### config.mk
export PLATFORM = sky130hd
export DESIGN_NAME = gyro_swipe_gesture_detector
export DESIGN_NICKNAME = d
export VERILOG_FILES = /design/src/rtl/gsg_pkg.sv /design/src/rtl/gsg_cell.sv /design/src/rtl/gyro_swipe_gesture_detector.sv
export SDC_FILE = /design/constraint.sdc
export NUM_CORES = 2
export LEC_CHECK = 0
export BUFFER_PORTS_ARGS = -buffer_cell sky130_fd_sc_hd__buf_2
export CAP_MARGIN = 20
export CORE_MARGIN = 2
export CORE_UTILIZATION = 45
export DETAILED_ROUTE_END_ITERATION = 7
export SKIP_CTS_REPAIR_TIMING = 1
export SYNTH_ARGS = -nofsm -noshare
export SYNTH_HDL_FRONTEND = slang
export SYNTH_HIERARCHICAL = 1
export SYNTH_SLANG_ARGS = --single-unit
### constraint.sdc
create_clock -name clock -period 7.82 [get_ports clock]
set_clock_uncertainty 0.05 [all_clocks]
set_input_delay 0.391 -clock clock [delete_from_list [all_inputs] [get_ports clock]]
set_output_delay 0.391 -clock clock [all_outputs]
set_load 0.01 [all_outputs]
### src/rtl/gsg_pkg.sv
// ----------------------------------------------------------------------------
// gsg_pkg
// Types, codes and a helper function shared by the swipe gesture detector.
// ----------------------------------------------------------------------------
package gsg_pkg;

   localparam int WINDOW_DEPTH_DEF = 8;
   localparam int RATE_W           = 16;
   localparam int MAG_W            = RATE_W + 1;
   localparam int THR_W            = 15;
   localparam int GEST_W           = 3;
   localparam int CSR_IDX_W        = 1;

   localparam logic [THR_W-1:0] THR_RESET = THR_W'(4000);

   // Register indexes of the write port.
   localparam logic [CSR_IDX_W-1:0] CSR_DOWN_THR = 1'b0;
   localparam logic [CSR_IDX_W-1:0] CSR_SIDE_THR = 1'b1;

   // Gesture codes on the result channel.
   localparam logic [GEST_W-1:0] GEST_DOWN   = 3'd0;
   localparam logic [GEST_W-1:0] GEST_LEFT   = 3'd1;
   localparam logic [GEST_W-1:0] GEST_RIGHT  = 3'd2;
   localparam logic [GEST_W-1:0] GEST_DOUBLE = 3'd3;
   localparam logic [GEST_W-1:0] GEST_LR     = 3'd4;

   typedef enum logic [1:0] {
      MOVE_NONE,
      MOVE_DOWN,
      MOVE_LEFT,
      MOVE_RIGHT
   } move_type;

   // Data handed from one window cell to the next.
   typedef struct packed {
      logic                     tok;
      logic signed [RATE_W-1:0] pitch_best;
      logic signed [RATE_W-1:0] yaw_best;
   } link_type;

   // Exact magnitude of a signed rate, one bit wider so -32768 fits.
   function automatic logic [MAG_W-1:0] mag17(input logic signed [RATE_W-1:0] v);
      logic [MAG_W-1:0] ext;
      ext = {v[RATE_W-1], v};
      return v[RATE_W-1] ? (~ext + MAG_W'(1)) : ext;
   endfunction

endpackage

### src/rtl/gsg_cell.sv
// ----------------------------------------------------------------------------
// gsg_cell
// One window slot: holds a pitch and yaw sample and passes the running peak on.
// ----------------------------------------------------------------------------
module gsg_cell
   import gsg_pkg::*;
(
   input  logic                     clock,
   input  logic                     reset,
   input  logic                     wr_en,
   input  logic signed [RATE_W-1:0] wr_pitch,
   input  logic signed [RATE_W-1:0] wr_yaw,
   input  link_type                 link_in,
   output link_type                 link_out
);

   logic signed [RATE_W-1:0] pitch_ff, yaw_ff;
   logic                     tok_ff;
   logic signed [RATE_W-1:0] pitch_best_ff, pitch_best_in;
   logic signed [RATE_W-1:0] yaw_best_ff, yaw_best_in;

   // The stored sample replaces the running peak only on a strictly larger
   // magnitude, so the slot nearest the start of the chain wins a tie.
   always_comb begin
      pitch_best_in = (mag17(pitch_ff) > mag17(link_in.pitch_best)) ?
                      pitch_ff : link_in.pitch_best;
      yaw_best_in   = (mag17(yaw_ff) > mag17(link_in.yaw_best)) ?
                      yaw_ff : link_in.yaw_best;
   end

   always_ff @(posedge clock) begin
      if (reset) begin
         pitch_ff <= '0;
         yaw_ff   <= '0;
         tok_ff   <= 1'b0;
      end else begin
         tok_ff <= link_in.tok;
         if (wr_en) begin
            pitch_ff <= wr_pitch;
            yaw_ff   <= wr_yaw;
         end
      end
   end

   always_ff @(posedge clock) begin
      pitch_best_ff <= pitch_best_in;
      yaw_best_ff   <= yaw_best_in;
   end

   assign link_out = '{tok: tok_ff, pitch_best: pitch_best_ff, yaw_best: yaw_best_ff};

endmodule

### src/rtl/gyro_swipe_gesture_detector.sv
// ----------------------------------------------------------------------------
// gyro_swipe_gesture_detector
// Classifies gyroscope samples into swipe gestures over a window of samples.
// ----------------------------------------------------------------------------
// Each accepted beat carries one gyroscope sample. The block finds the peak
// pitch and yaw rates over the WINDOW_DEPTH earlier samples, updates the
// current move (down, left or right, with a latch that keeps a side swipe from
// flipping direction) and, when a sample shows no significant motion, emits
// one gesture code for the move that just ended. The sample is then stored in
// the window. The sample channel stays stalled from acceptance until the
// decision commits: the peak search runs through the chain of window cells
// one slot per cycle, then a decision state; a decision that has a result
// waits while the previous result is still stalled on the output. The
// window is cleared by reset. The user must write thresholds through the
// csr port only while no item is in flight; the block does not enforce it.
// ----------------------------------------------------------------------------
module gyro_swipe_gesture_detector
   import gsg_pkg::*;
#(
   parameter int WINDOW_DEPTH = WINDOW_DEPTH_DEF
) (
   input  logic                     clock,
   input  logic                     reset,
   // sample channel
   input  logic                     req_valid,
   output logic                     req_stall,
   input  logic signed [RATE_W-1:0] req_pitch_rate,
   input  logic signed [RATE_W-1:0] req_yaw_rate,
   input  logic                     req_b_held,
   // gesture channel
   output logic                     rsp_valid,
   input  logic                     rsp_stall,
   output logic [GEST_W-1:0]        rsp_gesture,
   // threshold registers
   input  logic                     csr_wr_en,
   input  logic [CSR_IDX_W-1:0]     csr_index,
   input  logic [THR_W-1:0]         csr_wdata
);

   localparam int SLOT_W = (WINDOW_DEPTH > 1) ? $clog2(WINDOW_DEPTH) : 1;
   localparam logic [SLOT_W-1:0] LAST_SLOT = SLOT_W'(WINDOW_DEPTH - 1);

   typedef enum logic [1:0] {
      ST_IDLE,
      ST_SCAN,
      ST_DECIDE
   } state_type;

   state_type                state_ff, state_in;
   move_type                 move_ff, move_in;
   logic [SLOT_W-1:0]        slot_ff, slot_in;
   logic                     rsp_valid_ff, rsp_valid_in;
   logic [GEST_W-1:0]        gesture_ff, gesture_in;
   logic [THR_W-1:0]         down_thr_ff, down_thr_in;
   logic [THR_W-1:0]         side_thr_ff, side_thr_in;

   // Sample and peaks held for the decision.
   logic signed [RATE_W-1:0] pitch_ff, yaw_ff;
   logic                     held_ff;
   logic signed [RATE_W-1:0] pitch_peak_ff, yaw_peak_ff;

   logic                     accept;
   logic                     commit;
   logic                     emit;
   logic                     is_down, is_side;
   logic [MAG_W-1:0]         pitch_mag, yaw_mag;
   logic [GEST_W-1:0]        code;
   logic [WINDOW_DEPTH-1:0]  wr_en;
   link_type                 link [WINDOW_DEPTH+1];

   assign accept    = req_valid && (state_ff == ST_IDLE);
   assign req_stall = (state_ff != ST_IDLE);

   // The peak search starts at slot zero with a zero peak.
   assign link[0] = '{tok: accept, pitch_best: '0, yaw_best: '0};

   for (genvar i = 0; i < WINDOW_DEPTH; i++) begin : g_cell
      assign wr_en[i] = commit && (slot_ff == SLOT_W'(i));
      gsg_cell u_cell (
         .clock    (clock),
         .reset    (reset),
         .wr_en    (wr_en[i]),
         .wr_pitch (pitch_ff),
         .wr_yaw   (yaw_ff),
         .link_in  (link[i]),
         .link_out (link[i+1])
      );
   end

   // Classification of the window peaks.
   always_comb begin
      pitch_mag = mag17(pitch_peak_ff);
      yaw_mag   = mag17(yaw_peak_ff);
      is_down   = (pitch_mag > yaw_mag) &&
                  ($signed({pitch_peak_ff[RATE_W-1], pitch_peak_ff}) >
                   $signed({2'b00, down_thr_ff}));
      is_side   = (yaw_mag > {2'b00, side_thr_ff});
      emit      = !is_down && !is_side && (move_ff != MOVE_NONE);
      if (held_ff) begin
         code = (move_ff == MOVE_DOWN) ? GEST_DOUBLE : GEST_LR;
      end else begin
         case (move_ff)
            MOVE_DOWN:  code = GEST_DOWN;
            MOVE_LEFT:  code = GEST_LEFT;
            MOVE_RIGHT: code = GEST_RIGHT;
            default:    code = GEST_DOWN;
         endcase
      end
   end

   // A decision with a result may go ahead when the output register is free
   // or is being emptied in this cycle.
   assign commit = (state_ff == ST_DECIDE) && (!emit || !rsp_valid_ff || !rsp_stall);

   always_comb begin
      state_in     = state_ff;
      move_in      = move_ff;
      slot_in      = slot_ff;
      rsp_valid_in = rsp_valid_ff && rsp_stall;
      gesture_in   = gesture_ff;
      down_thr_in  = down_thr_ff;
      side_thr_in  = side_thr_ff;

      if (csr_wr_en) begin
         case (csr_index)
            CSR_DOWN_THR: down_thr_in = csr_wdata;
            CSR_SIDE_THR: side_thr_in = csr_wdata;
            default:      ;
         endcase
      end

      case (state_ff)
         ST_IDLE: begin
            if (accept) state_in = ST_SCAN;
         end
         ST_SCAN: begin
            if (link[WINDOW_DEPTH].tok) state_in = ST_DECIDE;
         end
         ST_DECIDE: begin
            if (commit) begin
               state_in = ST_IDLE;
               slot_in  = (slot_ff == LAST_SLOT) ? '0 : slot_ff + SLOT_W'(1);
               if (is_down) begin
                  move_in = MOVE_DOWN;
               end else if (is_side) begin
                  // A positive yaw peak means left unless a right swipe runs;
                  // anything else means right unless a left swipe runs.
                  if (!yaw_peak_ff[RATE_W-1] && (yaw_peak_ff != '0) &&
                      (move_ff != MOVE_RIGHT)) begin
                     move_in = MOVE_LEFT;
                  end else if (move_ff != MOVE_LEFT) begin
                     move_in = MOVE_RIGHT;
                  end
               end else begin
                  move_in = MOVE_NONE;
                  if (emit) begin
                     rsp_valid_in = 1'b1;
                     gesture_in   = code;
                  end
               end
            end
         end
         default: state_in = ST_IDLE;
      endcase
   end

   always_ff @(posedge clock) begin
      if (reset) begin
         state_ff     <= ST_IDLE;
         move_ff      <= MOVE_NONE;
         slot_ff      <= '0;
         rsp_valid_ff <= 1'b0;
         down_thr_ff  <= THR_RESET;
         side_thr_ff  <= THR_RESET;
      end else begin
         state_ff     <= state_in;
         move_ff      <= move_in;
         slot_ff      <= slot_in;
         rsp_valid_ff <= rsp_valid_in;
         down_thr_ff  <= down_thr_in;
         side_thr_ff  <= side_thr_in;
      end
   end

   // Payload registers: sample on acceptance, peaks at the end of the chain.
   always_ff @(posedge clock) begin
      gesture_ff <= gesture_in;
      if (accept) begin
         pitch_ff <= req_pitch_rate;
         yaw_ff   <= req_yaw_rate;
         held_ff  <= req_b_held;
      end
      if (state_ff == ST_SCAN && link[WINDOW_DEPTH].tok) begin
         pitch_peak_ff <= link[WINDOW_DEPTH].pitch_best;
         yaw_peak_ff   <= link[WINDOW_DEPTH].yaw_best;
      end
   end

   assign rsp_valid   = rsp_valid_ff;
   assign rsp_gesture = gesture_ff;

endmodule

==> metrics <==
outcome finished with violations; violated checks negative hold slack; combinational share of power around 11%; Crit Path Category flop to flop; CP most frequent cell nor2_1; worst path required time 8.24 ns; FF-to-FF setup slack around 2 ns; row cnt 107; Post-synth EDFFs 68; fill count around 8000; pre-CTS setup slack about 2.1 ns; drt first pass iters 7; sequential power share around 44%; Worst IR Drop VDD 0.000134 V; final setup fails 0; Top Family by Delay on Critical Path simple AND/OR/NAND/NOR gates; setup ws final 2.03 ns; # IOs 59; Worst-Skew Late Latency roughly 0.61 ns; Initial Util 45.2%; Int Power slightly below 6 mW; CTS H-tree lvls 3; Inserted Diodes 0; # DRC 0; Final Wtd Congestion 0.883; die height 296 um; CTS tree yes; vias in the first global route 27800; first-iteration detailed-routing DRC count 1707; Mapped Cells just over 4000; RSZ-0062 raised after global routing no; via count around 30000; PortBufs 58; Ys Warns 6; Lkg Pwr 17.9 nW; CP Capture Type flop; HPWL after DPL ~70000 um; CTS buffer count 73; Switch Pwr around 2.0 mW; Area Overhead vs Synth 12.4%; synthesized area 0.0383 mm^2; Tot GR Track Use between 20% and 30%; Post-DRT Antenna Nets 0; final hold vios 1; final period utilization 74.0%; die width ~300 um; ys async rst share 0%; Max transition margin 22.9%; setup_tns 0 ns; crit path cell chain or4_4 > or4_1 > o41ai_1 > xnor2_1 > inv_1 > ha_1 > nand4_1 > nor2_1 > and3_1 > mux2_2 > and2_1 > a2111o_1 > a31oi_4 > and3_2 > mux2i_1 > nor2_1; via density per instance 5.38; arrival time at the worst endpoint between 6 and 7 ns; wire per inst 17.6 um; antenna violations before repair 0; Cell Pwr Density around 190 mW/mm^2; Worst Hold Class primary input to flop; Slew Limit Fails 0; nets 4719; Critical Path Source Type flop; Slew @ Worst Pin 1.16 ns; Final min period between 5 and 6 ns; # Max-Cap Violations 0; Die ar. around 0.09 mm^2; Worst Path Max Fanout 32; CTS Root Cell clkbuf_16; grt ovf 0; total chip power roughly 8.0 mW; Critical Path Slowest Stage Cell and3_2; Seq cells post-synth 626; power share of the clock group 44.6%; prevailing post-synth register cell dfxtp_1; pin count of the biggest net entering global routing 113; switching share of power between 20% and 30%; max incr delay on CP 1.04 ns; first-pass GRT wire length 154000 um; WHS -0.00371 ns; clk buf depth 3; share of the yosys chip area belonging to registers 34.5%; clk sink count 626; WL final ~97000 um; Unique masters post-synth 72; share of layout cells above drive strength 1 about a tenth; Clock Pin Slew Worst Setup and Hold Paths 0.06 ns; Core ar. 0.0847 mm^2; WP buf/inv 1; max frequency 173 MHz; mean area per synthesized cell 9.28 um^2
-- per-layer routing --
layer / part of all wire [%] / global-route usage [%] / vias to the layer above
li1: - / - / 15000
met1: 50 / 31.4 / 14000
met2: 44 / 34.6 / 511
met3: 3.7 / 2.33 / 134
met4: 2.6 / 6.38 / 0
met5: 0 / 0 / -
-- synth_stat cells (5+ instances only) --
master / instances / area [um^2]
a22oi_1: 19 / 143
nand4_1: 86 / 538
a211o_1: 7 / 61.3
a211oi_1: 37 / 278
and3_1: 8 / 50.1
o21ai_1: 9 / 45.0
buf_4: 8 / 60.1
inv_1: 128 / 480
nand2_1: 357 / 1340
mux2i_1: 303 / 3030
or3_1: 94 / 588
nor2b_1: 28 / 175
nor4_1: 26 / 163
a21o_1: 6 / 45.0
a21oi_1: 136 / 681
nor4b_1: 17 / 149
conb_1: 18 / 67.6
xnor2_1: 239 / 2090
mux2_1: 14 / 158
a21boi_0: 21 / 158
or2_2: 6 / 37.5
o31ai_1: 76 / 571
o21ai_0: 241 / 1210
xor2_1: 204 / 1790
or4_1: 36 / 270
mux2_2: 197 / 2220
nand3b_1: 6 / 45.0
nand2b_1: 68 / 425
and2_1: 5 / 31.3
clkbuf_1: 137 / 514
buf_2: 16 / 80.1
o41ai_1: 53 / 464
a2111oi_0: 8 / 70.1
and4_1: 14 / 123
or4b_1: 8 / 80.1
or4_4: 18 / 203
a221oi_1: 8 / 70.1
edfxtp_1: 68 / 2040
or3_2: 7 / 52.6
nor2_1: 371 / 1390
ha_1: 357 / 4470
o21a_1: 11 / 82.6
nor3_1: 22 / 110
dfxtp_1: 558 / 11200
nand3_1: 39 / 195
-- flip-flops by register name (all words and copies together), names as in the netlist, 15 cells and up --
name	cells
pitch_peak_ff	16
g_cell.u_cell/yaw_best_ff	128
yaw_ff	16
down_thr_ff	15
g_cell.u_cell/yaw_ff	128
g_cell.u_cell/pitch_best_ff	128
pitch_ff	16
g_cell.u_cell/pitch_ff	128
yaw_peak_ff	16
side_thr_ff	15
-- cells by family after synthesis --
family / synth area share (%)
and+or+nand+nor: 15.8
AOI/OAI and AO/OA: 10.7
other: 0.176
buffers and inverters: 3.00
DFF: 34.5
adders and majority gates: 11.6
muxes: 14.1
xor gates and xnor gates: 10.1
-- power groups by stage --
stage / Sequential (mW) / Clock [mW] / Combinational, mW
floorplan: 3.50 / 0 / 0.691
global placement: 3.60 / 0 / 0.848
detailed placement: 3.60 / 0 / 0.854
CTS: 3.53 / 3.64 / 0.861
global route: 3.55 / 3.77 / 1.00
finish: 3.54 / 3.56 / 0.883
-- cells in the final DEF, fill, tap and decap left out, types with 11 or more instances in the layout --
cell type        n
clkbuf_16       80
mux2_2         197
a22oi_1         19
a211oi_1        37
nand4_1         86
edfxtp_1        68
a21boi_0        21
nor4b_1         17
clkbuf_8        11
dlygate4sd3_1   43
xor2_1         204
ha_1           357
inv_1          128
nand2_1        357
nor4_1          26
buf_4           16
o41ai_1         53
clkbuf_1        13
mux2i_1        303
dfxtp_1        558
buf_2           57
or4_1           36
o31ai_1         76
mux2_1          14
nor2_1         369
o21a_1          11
conb_1         167
nand2b_1        68
or4_4           18
a21oi_1        136
nor2b_1         28
and4_1          14
or3_1           94
nand3_1         39
nor3_1          22
o21ai_0        241
xnor2_1        239
-- final cells by class --
| type | instances | area [um^2] | share of cell area, % |
|---|---|---|---|
| clock buffers | 104 | 2200 | 5.11 |
| clock inverters | 29 | 345 | 0.801 |
| inverters | 128 | 480 | 1.12 |
| multi-input cells | 3362 | 24600 | 57.0 |
| flip-flops and latches | 626 | 13200 | 30.7 |
| well taps | 1144 | 1430 | 3.32 |
| repair buffers | 117 | 851 | 1.97 |
-- worst register-to-register path, cell delays in order, from the launching register on --
cell	delay, ns
edfxtp_1	0.43
or4_4	0.60
or4_1	0.53
o41ai_1	0.43
xnor2_1	0.19
inv_1	0.07
ha_1	0.29
nand4_1	0.11
nor2_1	0.06
and3_1	0.19
mux2_2	0.26
and2_1	0.15
a2111o_1	0.50
a31oi_4	0.39
and3_2	1.04
mux2i_1	0.32
nor2_1	0.05
-- path summary, 6_finish.rpt --
check | from | to | cells past startpoint
setup / recovery | yaw_peak_ff[3]$_DFFE_PP_ | g_cell[6].u_cell/pitch_ff[14]$_SDFFE_PP0P_ | 16
hold / removal | csr_wdata[3] | side_thr_ff[3]$_SDFFE_PP0P_ | 3
setup reg to reg | yaw_peak_ff[3]$_DFFE_PP_ | g_cell[6].u_cell/pitch_ff[14]$_SDFFE_PP0P_ | 16
hold reg to reg | g_cell[7].u_cell/pitch_best_ff[15]$_DFF_P_ | pitch_peak_ff[15]$_DFFE_PP_ | 0
-- stage by stage --
step | hold WS, ns | instances | cell area (um^2) | util, %
final | -0.00371 | 5510 | 43100 | 50.8
after global routing | -0.00132 | 5510 | 43100 | 50.8
after CTS | -0.130 | 5467 | 42700 | 50.3
after detailed placement | 0.339 | 5334 | 40100 | 47.3
after global placement | 0.336 | 5334 | 40100 | 47.3
after floorplan | 0.336 | 4279 | 38900 | -
Note: power is estimated with default switching activity, not from simulation.
